$ cat config.mk
export PLATFORM = sky130hd
export DESIGN_NAME = rgb_triplet_text_parser_core
export DESIGN_NICKNAME = d
export VERILOG_FILES = /design/src/rtl/core/rgbtp_pkg.sv /design/src/rtl/core/rgb_triplet_text_parser_core.sv
export SDC_FILE = /design/constraint.sdc
export NUM_CORES = 1
export LEC_CHECK = 0
export ABC_CLOCK_PERIOD_IN_PS = 8300
export CAP_MARGIN = 10
export CORE_ASPECT_RATIO = 0.5
export CORE_MARGIN = 5
export CORE_UTILIZATION = 55
export DETAILED_ROUTE_END_ITERATION = 6
export DONT_BUFFER_PORTS = 1
export GPL_ROUTABILITY_DRIVEN = 0
export GPL_TIMING_DRIVEN = 0
export PLACE_DENSITY = 0.75
export REMOVE_ABC_BUFFERS = 1
export SLEW_MARGIN = 40
export SYNTH_ARGS = -nofsm -noshare
export SYNTH_HDL_FRONTEND = slang
export SYNTH_SLANG_ARGS = --single-unit
$ cat constraint.sdc
create_clock -name i_clk -period 8.3 [get_ports i_clk]
set_input_delay 0.83 -clock i_clk [delete_from_list [all_inputs] [get_ports i_clk]]
set_output_delay 0.83 -clock i_clk [all_outputs]
set_load 0.02 [all_outputs]
$ cat src/rtl/core/rgbtp_pkg.sv
// ============================================================================
// RGB triplet text parser package
// Shared types, character constants and level and limit constants for the LED text command parser.
// ============================================================================
package rgbtp_pkg;

    typedef enum logic [2:0] {
        PH_SEEK_OPEN = 3'd0,
        PH_SEEK_LED  = 3'd1,
        PH_RED       = 3'd2,
        PH_GREEN     = 3'd3,
        PH_BLUE      = 3'd4
    } t_phase;

    typedef enum logic [1:0] {
        KIND_LED   = 2'd0,
        KIND_DONE  = 2'd1,
        KIND_ERROR = 2'd2
    } t_kind;

    typedef struct packed {
        logic [7:0] text_byte;
        logic       end_of_write;
    } t_in_beat;

    typedef struct packed {
        t_kind      result_kind;
        logic [7:0] led_index;
        logic [7:0] red_level;
        logic [7:0] green_level;
        logic [7:0] blue_level;
        logic [2:0] bad_components;
        logic [8:0] leds_parsed;
        logic       last_result;
    } t_out_beat;

    localparam logic [7:0] CH_OPEN_BRACKET  = 8'h5B;
    localparam logic [7:0] CH_CLOSE_BRACKET = 8'h5D;
    localparam logic [7:0] CH_OPEN_BRACE    = 8'h7B;
    localparam logic [7:0] CH_CLOSE_BRACE   = 8'h7D;
    localparam logic [7:0] CH_COMMA         = 8'h2C;
    localparam logic [7:0] CH_DIGIT_0       = 8'h30;
    localparam logic [7:0] CH_DIGIT_9       = 8'h39;
    localparam logic [7:0] LEVEL_SAT        = 8'hFF;
    localparam logic [8:0] LED_LIMIT_RESET  = 9'd256;

endpackage

$ cat src/rtl/core/rgb_triplet_text_parser_core.sv
// ============================================================================
// RGB triplet text parser core
// Parses text of the form [{r,g,b}{r,g,b}...] one byte per beat and emits
// LED records, a frame done result or a frame error result.
// ============================================================================
//  channel | direction | signals                              | beat
//  --------+-----------+--------------------------------------+----------------
//  in      | sink      | i_in_valid, o_in_ready, i_in         | one text byte
//  out     | source    | o_out_valid, i_out_ready, o_out      | one result
//  cfg     | sink      | i_cfg_valid, o_cfg_ready, i_cfg_data | LED limit write
//
//  A byte is registered on input and parsed when the two-entry result queue
//  has room for its results, which are written into it; one byte per cycle is
//  sustained while each byte gives at most one result and the output drains.
//  A byte giving two results waits until both queue entries are free.
//  Synchronous active-low reset returns the parser to the search for '['.
//  The configuration port is always ready.
// ============================================================================
module rgb_triplet_text_parser_core #(
    parameter int unsigned MAX_LEDS = 256
) (
    input  logic                  i_clk,
    input  logic                  i_rst_n,
    input  logic                  i_in_valid,
    output logic                  o_in_ready,
    input  rgbtp_pkg::t_in_beat   i_in,
    output logic                  o_out_valid,
    input  logic                  i_out_ready,
    output rgbtp_pkg::t_out_beat  o_out,
    input  logic                  i_cfg_valid,
    output logic                  o_cfg_ready,
    input  logic [8:0]            i_cfg_data
);

    localparam logic [12:0] MAX_LEDS_C = 13'(MAX_LEDS);

    logic                 r_in_v;
    rgbtp_pkg::t_in_beat  r_in;
    rgbtp_pkg::t_out_beat r_q [2];
    rgbtp_pkg::t_out_beat n_q [2];
    logic [1:0]           r_cnt;
    logic [1:0]           n_cnt;
    logic [8:0]           r_limit;

    rgbtp_pkg::t_phase    r_phase;
    rgbtp_pkg::t_phase    n_phase;
    logic [7:0]           r_acc;
    logic [7:0]           n_acc;
    logic                 r_seen;
    logic                 n_seen;
    logic [2:0]           r_bad;
    logic [2:0]           n_bad;
    logic [7:0]           r_red;
    logic [7:0]           n_red;
    logic [7:0]           r_green;
    logic [7:0]           n_green;
    logic [8:0]           r_led_total;
    logic [8:0]           n_led_total;

    logic                 pop;
    logic [1:0]           cnt_after;
    logic                 fire;
    logic                 accept;
    logic [8:0]           limit_eff;
    logic [8:0]           cnt_inc;
    logic                 is_digit;
    logic [11:0]          acc_next;
    logic [7:0]           blue_val;
    logic [2:0]           bad_blue;
    logic                 frame_over;
    logic [1:0]           nres;
    rgbtp_pkg::t_out_beat res0;
    rgbtp_pkg::t_out_beat res1;
    rgbtp_pkg::t_out_beat err_res;
    rgbtp_pkg::t_out_beat shift0;

    assign o_cfg_ready = 1'b1;
    assign o_out_valid = (r_cnt != 2'd0);
    assign o_out       = r_q[0];

    assign pop        = o_out_valid && i_out_ready;
    assign cnt_after  = r_cnt - {1'b0, pop};
    assign fire       = r_in_v && ((3'(cnt_after) + 3'(nres)) <= 3'd2);
    assign o_in_ready = !r_in_v || fire;
    assign accept     = i_in_valid && o_in_ready;

    always_comb begin
        limit_eff = (r_limit == 9'd0) ? 9'd1 : r_limit;
        if (13'(limit_eff) > MAX_LEDS_C) begin
            limit_eff = MAX_LEDS_C[8:0];
        end
    end

    assign cnt_inc  = r_led_total + 9'd1;
    assign is_digit = (r_in.text_byte inside {[rgbtp_pkg::CH_DIGIT_0:rgbtp_pkg::CH_DIGIT_9]});
    assign acc_next = {1'b0, r_acc, 3'b000} + {3'b000, r_acc, 1'b0}
                    + 12'(r_in.text_byte - rgbtp_pkg::CH_DIGIT_0);
    assign bad_blue = r_bad | {!r_seen, 2'b00};
    assign blue_val = bad_blue[2] ? rgbtp_pkg::LEVEL_SAT : r_acc;

    // Result generation.
    always_comb begin
        res0       = '0;
        res1       = '0;
        err_res    = '0;
        nres       = 2'd0;
        frame_over = 1'b0;
        err_res.result_kind = rgbtp_pkg::KIND_ERROR;
        err_res.leds_parsed = r_led_total;
        case (r_phase)
            rgbtp_pkg::PH_SEEK_LED: begin
                if (r_in.text_byte == rgbtp_pkg::CH_CLOSE_BRACKET) begin
                    res0.result_kind = rgbtp_pkg::KIND_DONE;
                    res0.leds_parsed = r_led_total;
                    nres             = 2'd1;
                    frame_over       = 1'b1;
                end
            end
            rgbtp_pkg::PH_BLUE: begin
                if (r_in.text_byte == rgbtp_pkg::CH_CLOSE_BRACE) begin
                    res0.result_kind    = rgbtp_pkg::KIND_LED;
                    res0.led_index      = r_led_total[7:0];
                    res0.red_level      = r_red;
                    res0.green_level    = r_green;
                    res0.blue_level     = blue_val;
                    res0.bad_components = bad_blue;
                    nres                = 2'd1;
                    err_res.leds_parsed = cnt_inc;
                    if (cnt_inc >= limit_eff) begin
                        res1.result_kind = rgbtp_pkg::KIND_DONE;
                        res1.leds_parsed = cnt_inc;
                        nres             = 2'd2;
                        frame_over       = 1'b1;
                    end
                end
            end
            default: begin
            end
        endcase
        if (!frame_over && r_in.end_of_write) begin
            if (nres == 2'd0) begin
                res0 = err_res;
            end else begin
                res1 = err_res;
            end
            nres = nres + 2'd1;
        end
        if (nres == 2'd1) begin
            res0.last_result = 1'b1;
        end else if (nres == 2'd2) begin
            res1.last_result = 1'b1;
        end
    end

    // Parser state update.
    always_comb begin
        n_phase     = r_phase;
        n_acc       = r_acc;
        n_seen      = r_seen;
        n_bad       = r_bad;
        n_red       = r_red;
        n_green     = r_green;
        n_led_total = r_led_total;
        case (r_phase)
            rgbtp_pkg::PH_SEEK_OPEN: begin
                if (r_in.text_byte == rgbtp_pkg::CH_OPEN_BRACKET) begin
                    n_phase = rgbtp_pkg::PH_SEEK_LED;
                end
            end
            rgbtp_pkg::PH_SEEK_LED: begin
                if (r_in.text_byte == rgbtp_pkg::CH_OPEN_BRACE) begin
                    n_phase = rgbtp_pkg::PH_RED;
                    n_bad   = 3'b000;
                    n_acc   = 8'd0;
                    n_seen  = 1'b0;
                end
            end
            rgbtp_pkg::PH_RED, rgbtp_pkg::PH_GREEN, rgbtp_pkg::PH_BLUE: begin
                if ((r_phase != rgbtp_pkg::PH_BLUE) &&
                    (r_in.text_byte == rgbtp_pkg::CH_COMMA)) begin
                    if (r_phase == rgbtp_pkg::PH_RED) begin
                        n_bad[0] = r_bad[0] | !r_seen;
                        n_red    = n_bad[0] ? rgbtp_pkg::LEVEL_SAT : r_acc;
                        n_phase  = rgbtp_pkg::PH_GREEN;
                    end else begin
                        n_bad[1] = r_bad[1] | !r_seen;
                        n_green  = n_bad[1] ? rgbtp_pkg::LEVEL_SAT : r_acc;
                        n_phase  = rgbtp_pkg::PH_BLUE;
                    end
                    n_acc  = 8'd0;
                    n_seen = 1'b0;
                end else if ((r_phase == rgbtp_pkg::PH_BLUE) &&
                             (r_in.text_byte == rgbtp_pkg::CH_CLOSE_BRACE)) begin
                    n_bad       = bad_blue;
                    n_led_total = cnt_inc;
                    n_acc       = 8'd0;
                    n_seen      = 1'b0;
                    n_phase     = rgbtp_pkg::PH_SEEK_LED;
                end else if (is_digit) begin
                    n_seen = 1'b1;
                    if (acc_next > 12'd255) begin
                        n_acc = rgbtp_pkg::LEVEL_SAT;
                        n_bad = r_bad | (3'b001 << (r_phase - rgbtp_pkg::PH_RED));
                    end else begin
                        n_acc = acc_next[7:0];
                    end
                end else begin
                    n_bad = r_bad | (3'b001 << (r_phase - rgbtp_pkg::PH_RED));
                end
            end
            default: begin
                n_phase     = rgbtp_pkg::PH_SEEK_OPEN;
                n_led_total = 9'd0;
                n_acc       = 8'd0;
                n_seen      = 1'b0;
                n_bad       = 3'b000;
            end
        endcase
        if (frame_over || r_in.end_of_write) begin
            n_phase     = rgbtp_pkg::PH_SEEK_OPEN;
            n_led_total = 9'd0;
            n_acc       = 8'd0;
            n_seen      = 1'b0;
            n_bad       = 3'b000;
        end
    end

    // Result queue: entry 0 is the head.
    always_comb begin
        shift0 = pop ? r_q[1] : r_q[0];
        n_q[0] = shift0;
        n_q[1] = r_q[1];
        n_cnt  = cnt_after;
        if (fire) begin
            n_cnt = cnt_after + nres;
            if (cnt_after == 2'd0) begin
                n_q[0] = res0;
                n_q[1] = res1;
            end else if (cnt_after == 2'd1) begin
                n_q[1] = res0;
            end
        end
    end

    always_ff @(posedge i_clk) begin
        if (!i_rst_n) begin
            r_in_v      <= 1'b0;
            r_cnt       <= 2'd0;
            r_limit     <= rgbtp_pkg::LED_LIMIT_RESET;
            r_phase     <= rgbtp_pkg::PH_SEEK_OPEN;
            r_acc       <= 8'd0;
            r_seen      <= 1'b0;
            r_bad       <= 3'b000;
            r_red       <= 8'd0;
            r_green     <= 8'd0;
            r_led_total <= 9'd0;
        end else begin
            if (accept) begin
                r_in_v <= 1'b1;
            end else if (fire) begin
                r_in_v <= 1'b0;
            end
            r_cnt <= n_cnt;
            if (i_cfg_valid && o_cfg_ready) begin
                r_limit <= i_cfg_data;
            end
            if (fire) begin
                r_phase     <= n_phase;
                r_acc       <= n_acc;
                r_seen      <= n_seen;
                r_bad       <= n_bad;
                r_red       <= n_red;
                r_green     <= n_green;
                r_led_total <= n_led_total;
            end
        end
    end

    always_ff @(posedge i_clk) begin
        if (accept) begin
            r_in <= i_in;
        end
        r_q[0] <= n_q[0];
        r_q[1] <= n_q[1];
    end

    a_queue_bound : assert property (@(posedge i_clk) disable iff (!i_rst_n)
        r_cnt <= 2'd2)
        else $error("Result queue holds more than two entries.");

    a_final_kind_last : assert property (@(posedge i_clk) disable iff (!i_rst_n)
        (o_out_valid && (o_out.result_kind != rgbtp_pkg::KIND_LED)) |-> o_out.last_result)
        else $error("A done or error result is not marked as last.");

    a_seek_clean : assert property (@(posedge i_clk) disable iff (!i_rst_n)
        (r_phase == rgbtp_pkg::PH_SEEK_OPEN) |-> ((r_led_total == 9'd0) && (r_bad == 3'b000)))
        else $error("Frame state is not cleared while seeking the opening bracket.");

    a_fire_needs_byte : assert property (@(posedge i_clk) disable iff (!i_rst_n)
        fire |-> r_in_v)
        else $error("Parser advanced without a registered byte.");

endmodule
---- Yosys cells after proc, flatten, opt, wreduce, memory -nomap -nowiden ----
Memory sizes are Yosys's and may differ from the RTL's.
Cells that the tools add are included.
word-level totals
  register bits ........................... 61
  memory bits (writable) .................. 94
  bits of input ports ..................... 23
  output and inout port bits .............. 50
  word-level logic and storage cells ...... 165
  memories ................................ 1
memories
  memory  depth  bits a word  read ports  clocked after Yosys merged registers in  write ports  RTL line                            text
  r_q     2      47           2           0                                        2            rgb_triplet_text_parser_core.sv:39  rgbtp_pkg::t_out_beat r_q [2];
cells by class
  add/subtract/negate cells ............... 9
  $lt $le $gt $ge ......................... 6
  equality and inequality tests ........... 25
  shift-type cells ........................ 1
  multiplexer cells ....................... 76
  bitwise gates (word level) .............. 5
  reduce and logical (&&, ||, !) cells .... 28
operators by type and width
  operator               count
  $mux W47               8
  $mux W9                12
  $mux W94               1
  $mux W8                9
  $mux W35               2
  $mux W3                11
  $eq A8 B7 Y1 const B   4
  $pmux W8 S3            1
  $reduce_and A4 Y1      5
  $mux W1                18
  $pmux W3 S3            2
  $pmux W9 S2            1
  $ne A3 B3 Y1 const B   5
  $reduce_and A5 Y1      3
  $mux W2                7
  $add A11 B9 Y12        1
  $add A12 B12 Y12       1
  $gt A12 B8 Y1 const B  1
  $ne A4 B4 Y1 const B   3
  $ne A5 B5 Y1 const B   2
  $add A9 B1 Y9 const B  1
  $ge A9 B9 Y1           1
  $gt A9 B9 Y1 const B   1
  $logic_not A9 Y1       1
  other kinds (33)       49

---- Depth between registers and ports, before layout ----
  word-level depth ........................ 17
  mapped depth ............................ 25

---- Least setup slack after synthesis ----
Ideal clock, no wire load.
  path type ............................... register -> register
  start point ............................. reg, netlist name r_led_total[0]
  end point ............................... mem r_q[0][47] in the netlist's numbering (enable)
  library setup time ...................... 0.452 ns
  arrival time ............................ 6.103 ns
  data required time ...................... 7.848 ns
  setup slack ............................. 1.746 ns
  cell stages (with the launch flop) ...... 21
  cell sequence ........................... dfxtp_1 ha_1 and3_1 and3_1 clkbuf_1 nand3_1 xor2_1 inv_1 ha_1 and3_1 nand3_1 o31a_1 nor2_1 inv_1 ha_1 a21oi_1 inv_1 fa_1 a21oi_1 nand2_1 nor2_1
RTL lines
  item              RTL line
  end: declaration  rgb_triplet_text_parser_core.sv:39

==> flow_metrics.tcl <==
set metrics [dict create \
    routedWlPerCell_um 18.24 \
    fmax_mhz 144.5 \
    antenna_found_initial 0 \
    cts_post_setup_buffers_inserted 0 \
    fin_crit_sh_pct 83.37 \
    fin_crit_ps 6920 \
    yosysWarnings 0 \
    place.port_buffers 0 \
    arrival_ps 7270 \
    grt_overflow_total 0 \
    drt_iter0_drc 542 \
    rsz0062_at_grt "no" \
    grt_use_total_pct 21.58 \
    design.core.area_um2 14660 \
    startpoint_type "flip-flop" \
    grt_max_degree 38 \
    postSynth.asyncResetShare_pct 0 \
    num_vias 6211 \
    design_area_um2 8900 \
    placed_cell_area_um2 8275 \
    die_x_um 184.4 \
    critPathMaxFanout 10 \
    clock_latency_ps 430 \
    tightest_slew_ps 831.5 \
    p_leak_nw 3.535 \
    root_buffer "clkbuf_16" \
    synth_ff_type "dfxtp_1" \
    drc_errors 0 \
    clockBufferDepth 2 \
    combPwrFrac_pct 29.0 \
    grt_pass1_vias 5983 \
    status "finished clean" \
    diodes 0 \
    synth_cells 887 \
    synth.yosys.seq_area_share_pct 43.81 \
    hpwlAfterDp_um 13080 \
    drv_slew 0 \
    viasPerCell 5.995 \
    hold_buffers 0 \
    finalPower_mw 2.815 \
    crit_required_ps 8650 \
    seqPwrFrac_pct 43.8 \
    synth-seq-cells 155 \
    whs_ps 485.7 \
    rows 31 \
    io_pins 73 \
    cts_tree "done" \
    synth_cell_type_count 78 \
    crit_path_end_kind "flip-flop" \
    maxCapViolCount 0 \
    grt_pass1_wl_um 31480 \
    setup_viol 0 \
    clk_pin_slew_ps 70 \
    drt-pass1-iter-count 5 \
    ctsResizeCount 0 \
    ir_worst_vdd_mv 0.1545 \
    p_sw_mw 1.084 \
    synth_edf_count 56 \
    area_delta_synth_final_pct 6.434 \
    fin_nets 887 \
    clock_sinks 155 \
    avgSynthCellArea_um2 9.427 \
    hold_violations 0 \
    htree_levels 4 \
    drive_gt1_share_pct 9.189 \
    stdcell_count 1036 \
    start_util_pct 57.03 \
    hold_class "reg -> reg" \
    crit_type "reg -> reg" \
    intPower_mw 1.731 \
    numCtsBuffers 17 \
    dieHeight_um 97.19 \
    detail-route-antenna-nets 0 \
    sw_frac_of_total_pct 38.52 \
    drt-total-wl_um 18900 \
    place_inst 1003 \
    synth_area_um2 8362 \
    skew_ps 10.15 \
    power.density_nw_per_um2 316.3 \
    die_area_um2 17920 \
    power_frac_clock_pct 27.2 \
    slew_headroom_pct 44.15 \
]
==> sequential cells by signal, indices dropped and copies added (netlist names) <==
signal / count
r_acc: 8
r_bad: 3
r_cnt: 2
r_green: 8
r_in: 9
r_in_v: 1
r_led_total: 9
r_limit: 9
r_phase: 3
r_q: 94
r_red: 8
r_seen: 1
==> critical path, cell delays in order, from the launching register on <==
cell      delay, ps
dfxtp_1         560
ha_1            390
and3_1          230
and3_1          290
nand3_1         140
xor2_1          230
inv_1           100
ha_1            300
and3_1          170
a221oi_1        380
o31a_1          380
nor2_1          170
inv_1            90
ha_1            230
a21oi_1         210
inv_1           120
fa_1            490
a21oi_1         240
nand2_1         300
nor3_2          620
buf_6           220
buf_6           140
buf_4           180
buf_4           180
buf_4           170
o21ai_0          90
o22ai_1         170
==> final cells by class <==
class / count / area [µm²]
fillers: 1203 / 5762
multi-input cells: 596 / 4053
flip-flops and latches: 155 / 3664
clock buffers: 17 / 425.4
well taps: 198 / 247.7
repair buffers: 16 / 212.7
clock inverters: 15 / 151.4
inverters: 39 / 146.4
==> power groups by stage <==
stage | clock, mW | sequential [mW] | combinational, mW
after floorplan | 0 | 1.22 | 0.567
after global placement | 0 | 1.27 | 0.717
after detailed placement | 0 | 1.26 | 0.805
after CTS | 0.775 | 1.24 | 0.812
after global routing | 0.811 | 1.26 | 0.908
final | 0.764 | 1.23 | 0.817
==> cell usage after synthesis, types with 2 or more instances <==
cell type | count | area share (%)
inv_1 | 37 | 1.7
o21ai_0 | 49 | 2.9
buf_2 | 5 | 0.30
a31oi_1 | 5 | 0.37
dfxtp_1 | 99 | 24
or2_2 | 3 | 0.22
nor4_1 | 3 | 0.22
buf_4 | 50 | 4.5
o22ai_1 | 39 | 2.9
nand4b_1 | 2 | 0.21
or4_4 | 2 | 0.27
and2_0 | 2 | 0.15
mux2_2 | 2 | 0.27
fa_1 | 8 | 1.9
a41oi_1 | 2 | 0.21
a21o_1 | 6 | 0.54
a211oi_1 | 25 | 2.2
and2_1 | 39 | 2.9
xor2_1 | 7 | 0.73
nor2_1 | 79 | 3.5
a22oi_1 | 6 | 0.54
nand2b_1 | 10 | 0.75
o21a_1 | 14 | 1.3
o31a_1 | 4 | 0.42
or3_1 | 3 | 0.22
mux2i_1 | 47 | 5.6
o211ai_1 | 8 | 0.72
nand2_1 | 70 | 3.1
buf_1 | 5 | 0.22
nor3b_1 | 2 | 0.18
a21oi_1 | 41 | 2.5
nand3_1 | 14 | 0.84
clkbuf_1 | 34 | 1.5
o31ai_1 | 4 | 0.36
edfxtp_1 | 56 | 20
and3_1 | 6 | 0.45
ha_1 | 31 | 4.6
nor3_1 | 11 | 0.66
o21ai_1 | 4 | 0.24
buf_6 | 2 | 0.27
o221ai_1 | 7 | 0.73
o2111ai_1 | 3 | 0.31
xnor2_1 | 6 | 0.63
==> per-layer routing <==
metal / vias to the layer above / GRT usage (%) / wire length, µm
met5: - / 0 / 0
met4: 0 / 6.190 / 174
met3: 27 / 5.984 / 1286
met2: 182 / 34.49 / 8834
met1: 2985 / 28.72 / 8601
li1: 3017 / - / -
==> cells in the final DEF, fill, tap and decap left out, types with 25 or more instances in the layout <==
master    count
ha_1         31
a211oi_1     25
o21ai_0      49
dfxtp_1      99
nor2_1       77
and2_1       39
o22ai_1      39
a21oi_1      41
edfxtp_1     56
nand2_1      69
inv_1        37
mux2i_1      47
==> metrics by stage <==
stage | util, % | setup TNS, ps | setup slack [ps]
final | 60.70 | 0 | 1380
after global routing | 60.70 | 0 | 821.8
after floorplan | - | -37730 | -1099
after CTS | 60.38 | 0 | 1441
after global placement | 54.80 | -283740 | -5590
after detailed placement | 56.44 | 0 | 1484
==> worst paths after layout <==
check,to,depth (start not counted),start,slack [ps]
worst min register to register,r_q[0][30],2,r_red[1],490
worst max register to register,r_q[0][17],26,r_led_total[0],1380
worst min-delay path,r_q[0][30],2,r_red[1],490
worst max-delay path,r_q[0][17],26,r_led_total[0],1380
==> logic make-up (layout without fill, tap and decap cells) <==
group / after synthesis / count (layout) / share of synthesized area [%]
AOI/OAI and AO/OA: 235 / 235 / 18.51
xor gates and xnor gates: 13 / 13 / 1.362
adders and majority gates: 39 / 39 / 6.554
buffers and inverters: 136 / 87 / 8.619
DFF: 155 / 155 / 43.81
muxes: 49 / 49 / 5.896
other: 1 / 1 / 0.04485
and+or+nand+nor: 259 / 259 / 15.20
No activity file was read; power rests on OpenSTA's default activity.
